==> config.mk <==
export PLATFORM = sky130hd
export DESIGN_NAME = serial_setpoint_command_parser_top
export DESIGN_NICKNAME = d
export VERILOG_FILES = /design/src/rtl/ssp_pkg.sv /design/src/rtl/ssp_line.sv /design/src/rtl/ssp_eval.sv /design/src/rtl/serial_setpoint_command_parser_top.sv
export SDC_FILE = /design/constraint.sdc
export NUM_CORES = 1
export LEC_CHECK = 0
export BUFFER_PORTS_ARGS = -buffer_cell sky130_fd_sc_hd__buf_2
export CAP_MARGIN = 0
export CELL_PAD_IN_SITES_DETAIL_PLACEMENT = 1
export CELL_PAD_IN_SITES_GLOBAL_PLACEMENT = 1
export CORE_MARGIN = 2
export CORE_UTILIZATION = 43
export DETAILED_ROUTE_END_ITERATION = 7
export PLACE_DENSITY = 0.74
export SYNTH_ARGS = -nofsm -noshare
export SYNTH_HDL_FRONTEND = slang
export SYNTH_SLANG_ARGS = --single-unit
export TNS_END_PERCENT = 30
==> constraint.sdc <==
create_clock -name clk -period 3.1 [get_ports clk]
set_input_delay 0.465 -clock clk [delete_from_list [all_inputs] [get_ports clk]]
set_output_delay 0.465 -clock clk [all_outputs]
set_load 0.02 [all_outputs]
==> src/rtl/ssp_pkg.sv <==
// ----------------------------------------------------------------------------
// ssp_pkg
// Shared types and constants of the serial setpoint command parser.
// ----------------------------------------------------------------------------
package ssp_pkg;

	localparam int LINE_MAX_DEF = 24;

	localparam logic [7:0] CH_LF    = 8'h0A;
	localparam logic [7:0] CH_CR    = 8'h0D;
	localparam logic [7:0] CH_SPACE = 8'h20;
	localparam logic [7:0] CH_TAB   = 8'h09;
	localparam logic [7:0] CH_PLUS  = 8'h2B;
	localparam logic [7:0] CH_MINUS = 8'h2D;
	localparam logic [7:0] CH_ZERO  = 8'h30;
	localparam logic [7:0] CH_NINE  = 8'h39;
	localparam logic [7:0] CH_SEMI  = 8'h3B;
	localparam logic [7:0] CH_HASH  = 8'h23;
	localparam logic [7:0] CH_UC_A  = 8'h41;
	localparam logic [7:0] CH_UC_Z  = 8'h5A;
	localparam logic [7:0] CH_UC_P  = 8'h50;
	localparam logic [7:0] CH_UC_V  = 8'h56;

	localparam logic [15:0] VOLT_RESET = 16'd3300;
	localparam logic [15:0] AMP_RESET  = 16'd500;
	localparam logic [7:0]  PWR_RESET  = 8'd0;

	typedef enum logic [2:0] {
		ST_VOLT    = 3'd0,
		ST_AMP     = 3'd1,
		ST_POWER   = 3'd2,
		ST_BAD     = 3'd3,
		ST_UNKNOWN = 3'd4
	} status_t;

	typedef enum logic [1:0] {
		PH_IDLE   = 2'd0,
		PH_SPACE  = 2'd1,
		PH_DIGITS = 2'd2,
		PH_DONE   = 2'd3
	} phase_t;

	// running summary of the current line
	typedef struct packed {
		logic        kept_nz;
		logic [7:0]  first_byte;
		logic        second_semi;
		logic [7:0]  last_byte;
		logic [1:0]  semi_count;
		logic        negative;
		logic [15:0] accum;
	} line_info_t;

	typedef struct packed {
		status_t     status;
		logic [15:0] value;
		logic        set_volt;
		logic        set_amp;
		logic        set_pwr;
	} eval_res_t;

endpackage

==> src/rtl/ssp_line.sv <==
// ----------------------------------------------------------------------------
// ssp_line
// Line tracker: keeps the first and last bytes, semicolon counts and the
// running atoi state of the number after the first semicolon.
// ----------------------------------------------------------------------------
module ssp_line #(
	parameter int LINE_MAX = ssp_pkg::LINE_MAX_DEF
) (
	input  logic                   clk,
	input  logic                   arst_n,
	input  logic                   step,
	input  logic                   eol,
	input  logic [7:0]             rx_byte,
	output ssp_pkg::line_info_t    info
);
	import ssp_pkg::*;

	localparam int CntW = $clog2(LINE_MAX + 1);

	logic [CntW-1:0] kept_q;
	logic [7:0]      first_q;
	logic            second_semi_q;
	logic [7:0]      last_q;
	logic [1:0]      semi_cnt_q;
	phase_t          phase_q;
	logic            neg_q;
	logic [15:0]     accum_q;

	logic            keep;
	logic            is_semi;
	logic            is_blank;
	logic            is_digit;
	phase_t          phase_d;
	logic            neg_d;
	logic [15:0]     accum_d;

	assign keep     = step && !eol && (kept_q < CntW'(LINE_MAX));
	assign is_semi  = rx_byte == CH_SEMI;
	assign is_blank = rx_byte == CH_SPACE || (rx_byte >= CH_TAB && rx_byte <= CH_CR);
	assign is_digit = rx_byte >= CH_ZERO && rx_byte <= CH_NINE;

	// number state after one byte at position one or later
	always_comb begin
		logic sign_taken;
		sign_taken = 1'b0;
		phase_d    = phase_q;
		neg_d      = neg_q;
		accum_d    = accum_q;
		if (phase_q == PH_SPACE) begin
			if (is_blank) begin
				sign_taken = 1'b1;
			end else if (rx_byte == CH_PLUS || rx_byte == CH_MINUS) begin
				neg_d      = rx_byte == CH_MINUS;
				phase_d    = PH_DIGITS;
				sign_taken = 1'b1;
			end else begin
				phase_d = PH_DIGITS;
			end
		end
		if (phase_d == PH_DIGITS && !sign_taken) begin
			if (is_digit) begin
				accum_d = (accum_q << 3) + (accum_q << 1) + {12'd0, rx_byte[3:0]};
			end else begin
				phase_d = PH_DONE;
			end
		end
		if (is_semi && phase_d == PH_IDLE) begin
			phase_d = PH_SPACE;
		end
	end

	always_ff @(posedge clk or negedge arst_n) begin
		if (!arst_n) begin
			kept_q        <= '0;
			first_q       <= '0;
			second_semi_q <= 1'b0;
			last_q        <= '0;
			semi_cnt_q    <= '0;
			phase_q       <= PH_IDLE;
			neg_q         <= 1'b0;
			accum_q       <= '0;
		end else if (step && eol) begin
			kept_q        <= '0;
			first_q       <= '0;
			second_semi_q <= 1'b0;
			last_q        <= '0;
			semi_cnt_q    <= '0;
			phase_q       <= PH_IDLE;
			neg_q         <= 1'b0;
			accum_q       <= '0;
		end else if (keep) begin
			kept_q <= kept_q + CntW'(1);
			last_q <= rx_byte;
			if (kept_q == '0) begin
				first_q <= rx_byte;
			end else begin
				phase_q <= phase_d;
				neg_q   <= neg_d;
				accum_q <= accum_d;
				if (is_semi) begin
					if (kept_q == CntW'(1)) begin
						second_semi_q <= 1'b1;
					end
					if (semi_cnt_q != 2'd2) begin
						semi_cnt_q <= semi_cnt_q + 2'd1;
					end
				end
			end
		end
	end

	assign info.kept_nz     = kept_q != '0;
	assign info.first_byte  = first_q;
	assign info.second_semi = second_semi_q;
	assign info.last_byte   = last_q;
	assign info.semi_count  = semi_cnt_q;
	assign info.negative    = neg_q;
	assign info.accum       = accum_q;

endmodule

==> src/rtl/ssp_eval.sv <==
// ----------------------------------------------------------------------------
// ssp_eval
// Line check at line end: classifies the command and forms the value.
// ----------------------------------------------------------------------------
module ssp_eval (
	input  ssp_pkg::line_info_t info,
	output ssp_pkg::eval_res_t  res
);
	import ssp_pkg::*;

	logic [15:0] num;

	assign num = info.negative ? (16'd0 - info.accum) : info.accum;

	always_comb begin
		res.status   = ST_UNKNOWN;
		res.value    = '0;
		res.set_volt = 1'b0;
		res.set_amp  = 1'b0;
		res.set_pwr  = 1'b0;
		if (!info.kept_nz || info.first_byte < CH_UC_A || info.first_byte > CH_UC_Z ||
				info.last_byte != CH_HASH) begin
			res.status = ST_UNKNOWN;
		end else if (!info.second_semi || info.semi_count != 2'd1) begin
			res.status = ST_BAD;
		end else begin
			case (info.first_byte)
				CH_UC_V: begin
					res.status   = ST_VOLT;
					res.value    = num;
					res.set_volt = 1'b1;
				end
				CH_UC_A: begin
					res.status  = ST_AMP;
					res.value   = num;
					res.set_amp = 1'b1;
				end
				CH_UC_P: begin
					res.status  = ST_POWER;
					res.value   = {8'd0, num[7:0]};
					res.set_pwr = 1'b1;
				end
				default: begin
					res.status = ST_BAD;
				end
			endcase
		end
	end

endmodule

==> src/rtl/serial_setpoint_command_parser_top.sv <==
// Throughput: one byte per cycle; the only stall is a line end meeting a held result.
// Every byte goes through an input register into the line tracker; a line end
// loads the checker's result and the setpoints into the result register.
// Reset: line state cleared; setpoints 3300 mV, 500 mA, power 0; no result pending.
// ----------------------------------------------------------------------------
// serial_setpoint_command_parser_top
// Byte-wide command line parser that updates voltage, current and power setpoints.
// ----------------------------------------------------------------------------
module serial_setpoint_command_parser_top #(
	parameter int LINE_MAX = ssp_pkg::LINE_MAX_DEF
) (
	input  logic        clk,
	input  logic        arst_n,
	input  logic        rx_valid,
	output logic        rx_ready,
	input  logic [7:0]  rx_byte,
	output logic        res_valid,
	input  logic        res_ready,
	output logic [2:0]  status,
	output logic [15:0] value,
	output logic [15:0] voltage_mv,
	output logic [15:0] current_ma,
	output logic [7:0]  power_level
);
	import ssp_pkg::*;

	logic        valid_s1;
	logic [7:0]  byte_s1;
	logic        eol_s1;
	logic        adv;
	line_info_t  info;
	eval_res_t   res;

	logic [15:0] volt_q;
	logic [15:0] amp_q;
	logic [7:0]  pwr_q;
	logic [15:0] volt_d;
	logic [15:0] amp_d;
	logic [7:0]  pwr_d;

	logic        res_valid_q;
	status_t     status_q;
	logic [15:0] value_q;
	logic [15:0] volt_out_q;
	logic [15:0] amp_out_q;
	logic [7:0]  pwr_out_q;

	assign eol_s1   = byte_s1 == CH_CR || byte_s1 == CH_LF;
	// only a line end needs room in the result register
	assign adv      = valid_s1 && (!eol_s1 || !res_valid_q || res_ready);
	assign rx_ready = !valid_s1 || adv;

	always_ff @(posedge clk or negedge arst_n) begin
		if (!arst_n) begin
			valid_s1 <= 1'b0;
		end else if (rx_ready) begin
			valid_s1 <= rx_valid;
		end
	end

	always_ff @(posedge clk) begin
		if (rx_valid && rx_ready) begin
			byte_s1 <= rx_byte;
		end
	end

	ssp_line #(
		.LINE_MAX (LINE_MAX)
	) u_line (
		.clk     (clk),
		.arst_n  (arst_n),
		.step    (adv),
		.eol     (eol_s1),
		.rx_byte (byte_s1),
		.info    (info)
	);

	ssp_eval u_eval (
		.info (info),
		.res  (res)
	);

	assign volt_d = res.set_volt ? res.value : volt_q;
	assign amp_d  = res.set_amp ? res.value : amp_q;
	assign pwr_d  = res.set_pwr ? res.value[7:0] : pwr_q;

	always_ff @(posedge clk or negedge arst_n) begin
		if (!arst_n) begin
			volt_q <= VOLT_RESET;
			amp_q  <= AMP_RESET;
			pwr_q  <= PWR_RESET;
		end else if (adv && eol_s1) begin
			volt_q <= volt_d;
			amp_q  <= amp_d;
			pwr_q  <= pwr_d;
		end
	end

	always_ff @(posedge clk or negedge arst_n) begin
		if (!arst_n) begin
			res_valid_q <= 1'b0;
		end else if (adv && eol_s1) begin
			res_valid_q <= 1'b1;
		end else if (res_ready) begin
			res_valid_q <= 1'b0;
		end
	end

	always_ff @(posedge clk) begin
		if (adv && eol_s1) begin
			status_q   <= res.status;
			value_q    <= res.value;
			volt_out_q <= volt_d;
			amp_out_q  <= amp_d;
			pwr_out_q  <= pwr_d;
		end
	end

	assign res_valid   = res_valid_q;
	assign status      = status_q;
	assign value       = value_q;
	assign voltage_mv  = volt_out_q;
	assign current_ma  = amp_out_q;
	assign power_level = pwr_out_q;

endmodule

==> results.md <==
* Outcome: finished clean
* Min-delay src: rx_byte[7]
* Mapped Avg Cell Area at 11.4 um2
* DR pass1 iterations at 4
* Nets at 820
* Commonest non-fill, non-tap cell in the layout: nand2_1
* Max-slew violations at 0
* Post-DR vias/cell at 5.55
* Max-slew headroom at approximately a quarter
* Yosys cell types at 67
* Initial antenna violation count at 0
* DP Wirelength at 13800 um
* Critical Path Fanout Max at 4
* Async SR Flop Fraction at a little under three fifths
* R2R Setup Slk at 0.16 ns
* Syn nets at 730
* Final wirelength at 19300 um
* Cell area power density at ~610 mW/mm2
* Leakage at 0.00397 uW
* Die area at 0.0192 mm2
* Final setup violation count at 0
* Clk_lat worst skew at 0.42 ns
* Layout Area Growth over Synthesis at 17.6%
* Final hold vios at 0
* Post-DR wirelength/cell at 19.0 um
* Number of antenna-violating nets in the routed design at 0
* Quantity of hold-fixing buffers added after cts at 0
* Crit. End Element: register
* Setup TNS Final at 0 ns
* Global-route wire length before repair at 32500 um
* IO Pins at 73
* Synth Register Bits at around 150
* Clk buf depth at 2
* Peak supply drop at 0.410 mV
* Hold WC Path Type: input pin to register
* Site Rows at 49
* Htree depth at 4
* Routability cong. at 0.888
* # DRC at 0
* Tcrit/Tclk final at between 90% and 100%
* # Max-Cap Violations at 0
* CP Class: register to register
* Worst Setup SP: byte_s1[3]
* Fin cells at slightly above 1000
* EDFF count, synth at 67
* Final instance area at 0.00914 mm2
* Most frequent cells in the layout: nand2_1, o21ai_0, dfrtp_1
* Vias in the first global route at roughly 6200
* Starting Density at a little over two fifths
* Die height at 138 um
* F_max at 341 MHz
* Mapped cell area at approximately 0.0078 mm2
* CTS tree: built
* Total Routing Usage GR at 21.2%
* Total of fill cells in the finished design at about 1900
* Core Box Area at around 0.018 mm2
* Layout cells sized above 1 at 25.5%
* Worst slew pin tran at 1.11 ns
* WP data required at approximately 3.4 ns
* Min cycle time layout at around 2.9 ns
* Placed inst area at 0.00853 mm2
* Reg2Reg Launch Point: byte_s1[3]
* Worst-path clk slew at about 0.070 ns
* Dominant synthesized flop cell: dfrtp_1
* Register area share after synthesis at 53.4%
* Largest net degree at the start of global routing at 84
* Initial DRC count at 266
* YS warnings at 0
* DR vias at 5639
* Worst Skew at 0.00979 ns
* Postcts setup bufs at 0
* Remaining global-route overflow at 0
* Dpl cells at 984
* Root Buffer: clkbuf_16
* Antenna fix cells at 0
* Arr. time, crit path at 3.23 ns
* CTS resizes at 0
* Die W at 138 um
* # port buffers at 72
* Clock tree sinks at 152
* Crit start category: register
* Mapped Cells at 684
* CTS buffer count at 17
path summary, 6_finish.rpt:
path / endpoint / cells past startpoint
max: u_line.accum_q[13] / 8
min: byte_s1[7] / 1
max reg2reg: u_line.accum_q[13] / 8
min reg2reg: u_line.last_q[0] / 2
max in group asynchronous: amp_q[7] / 2
min in group asynchronous: u_line.kept_q[3] / 1
worst max-delay path: stages, from the launching register on:
cell	delay, ns
edfxtp_1	0.42
fa_1	0.52
ha_1	0.34
a211o_1	0.30
a2111oi_2	0.37
buf_4	0.17
o21ai_0	0.18
a211oi_1	0.38
o31ai_2	0.11
layer usage:
| layer | vias to the layer above | routed length, um | GRT usage [%] |
|---|---|---|---|
| met3 | 26 | 607 | 4.26 |
| met1 | 2820 | 8490 | 26.2 |
| met2 | 103 | 9740 | 36.7 |
| li1 | 2690 | - | - |
| met4 | 0 | 427 | 8.06 |
| met5 | - | 0 | 0 |
per-stage QoR:
stage               util, %  setup WS, ns  power (uW)  hold WS [ns]
global route           51.2     -0.000489        5890         0.198
finish                 51.2         0.164        5600         0.217
CTS                    51.2         0.108        5640         0.196
global placement       47.8         0.249        3420         0.458
detailed placement     47.8         0.152        3530         0.480
floorplan                 -         0.122        3140         0.169
flip-flops by register name, indices dropped and copies added (netlist names), 16 cells and up:
register        count
amp_q              16
current_ma         16
volt_q             16
u_line.accum_q     16
value              16
voltage_mv         16
where the power goes:
| part | internal (uW) | switching [uW] |
|---|---|---|
| Combinational | 465 | 609 |
| Sequential | 2250 | 174 |
| Clock | 1270 | 827 |
| Total | 3990 | 1610 |
synthesized netlist by cell type, types with 4 or more instances:
| master | n | area [um2] |
|---|---|---|
| a21o_1 | 6 | 45.0 |
| mux2i_1 | 12 | 120 |
| nor2_1 | 26 | 97.6 |
| nand3_1 | 16 | 80.1 |
| nor3_1 | 6 | 30.0 |
| o21ai_0 | 75 | 375 |
| nor2b_1 | 5 | 31.3 |
| edfxtp_1 | 67 | 2010 |
| buf_2 | 7 | 35.0 |
| and2_1 | 5 | 31.3 |
| a21oi_1 | 15 | 75.1 |
| or4_1 | 5 | 37.5 |
| xnor2_1 | 24 | 210 |
| xor2_1 | 16 | 140 |
| dfstp_2 | 12 | 315 |
| nand2_1 | 80 | 300 |
| nand2b_1 | 6 | 37.5 |
| mux2_1 | 4 | 45.0 |
| nand4_1 | 4 | 25.0 |
| clkbuf_1 | 24 | 90.1 |
| inv_1 | 23 | 86.3 |
| o41ai_1 | 5 | 43.8 |
| mux2_2 | 41 | 462 |
| a211oi_1 | 7 | 52.6 |
| ha_1 | 32 | 400 |
| o31ai_1 | 12 | 90.1 |
| dfrtp_1 | 73 | 1830 |
| and3_1 | 4 | 25.0 |
| nor4b_1 | 6 | 52.6 |
| o21a_1 | 7 | 52.6 |
logic make-up after synthesis:
family / count (synthesis) / synth area share [%]
DFF: 152 / 53.4
muxes: 57 / 8.06
buffers and inverters: 56 / 2.96
xor gates and xnor gates: 40 / 4.51
AOI/OAI and AO/OA: 161 / 13.5
and+or+nand+nor: 184 / 11.9
adders and majority gates: 34 / 5.67
cell type report:
| type | instances | area [um2] | area share, % |
|---|---|---|---|
| multi-input combinational | 476 | 3400 | 37.2 |
| sequential | 152 | 4150 | 45.4 |
| timing repair buffer | 104 | 616 | 6.73 |
| inverter | 23 | 86.3 | 0.944 |
| tap | 229 | 287 | 3.13 |
| clock buffer | 17 | 425 | 4.65 |
| clock inverter | 15 | 176 | 1.93 |
Note: power is estimated with default switching activity, not from simulation.
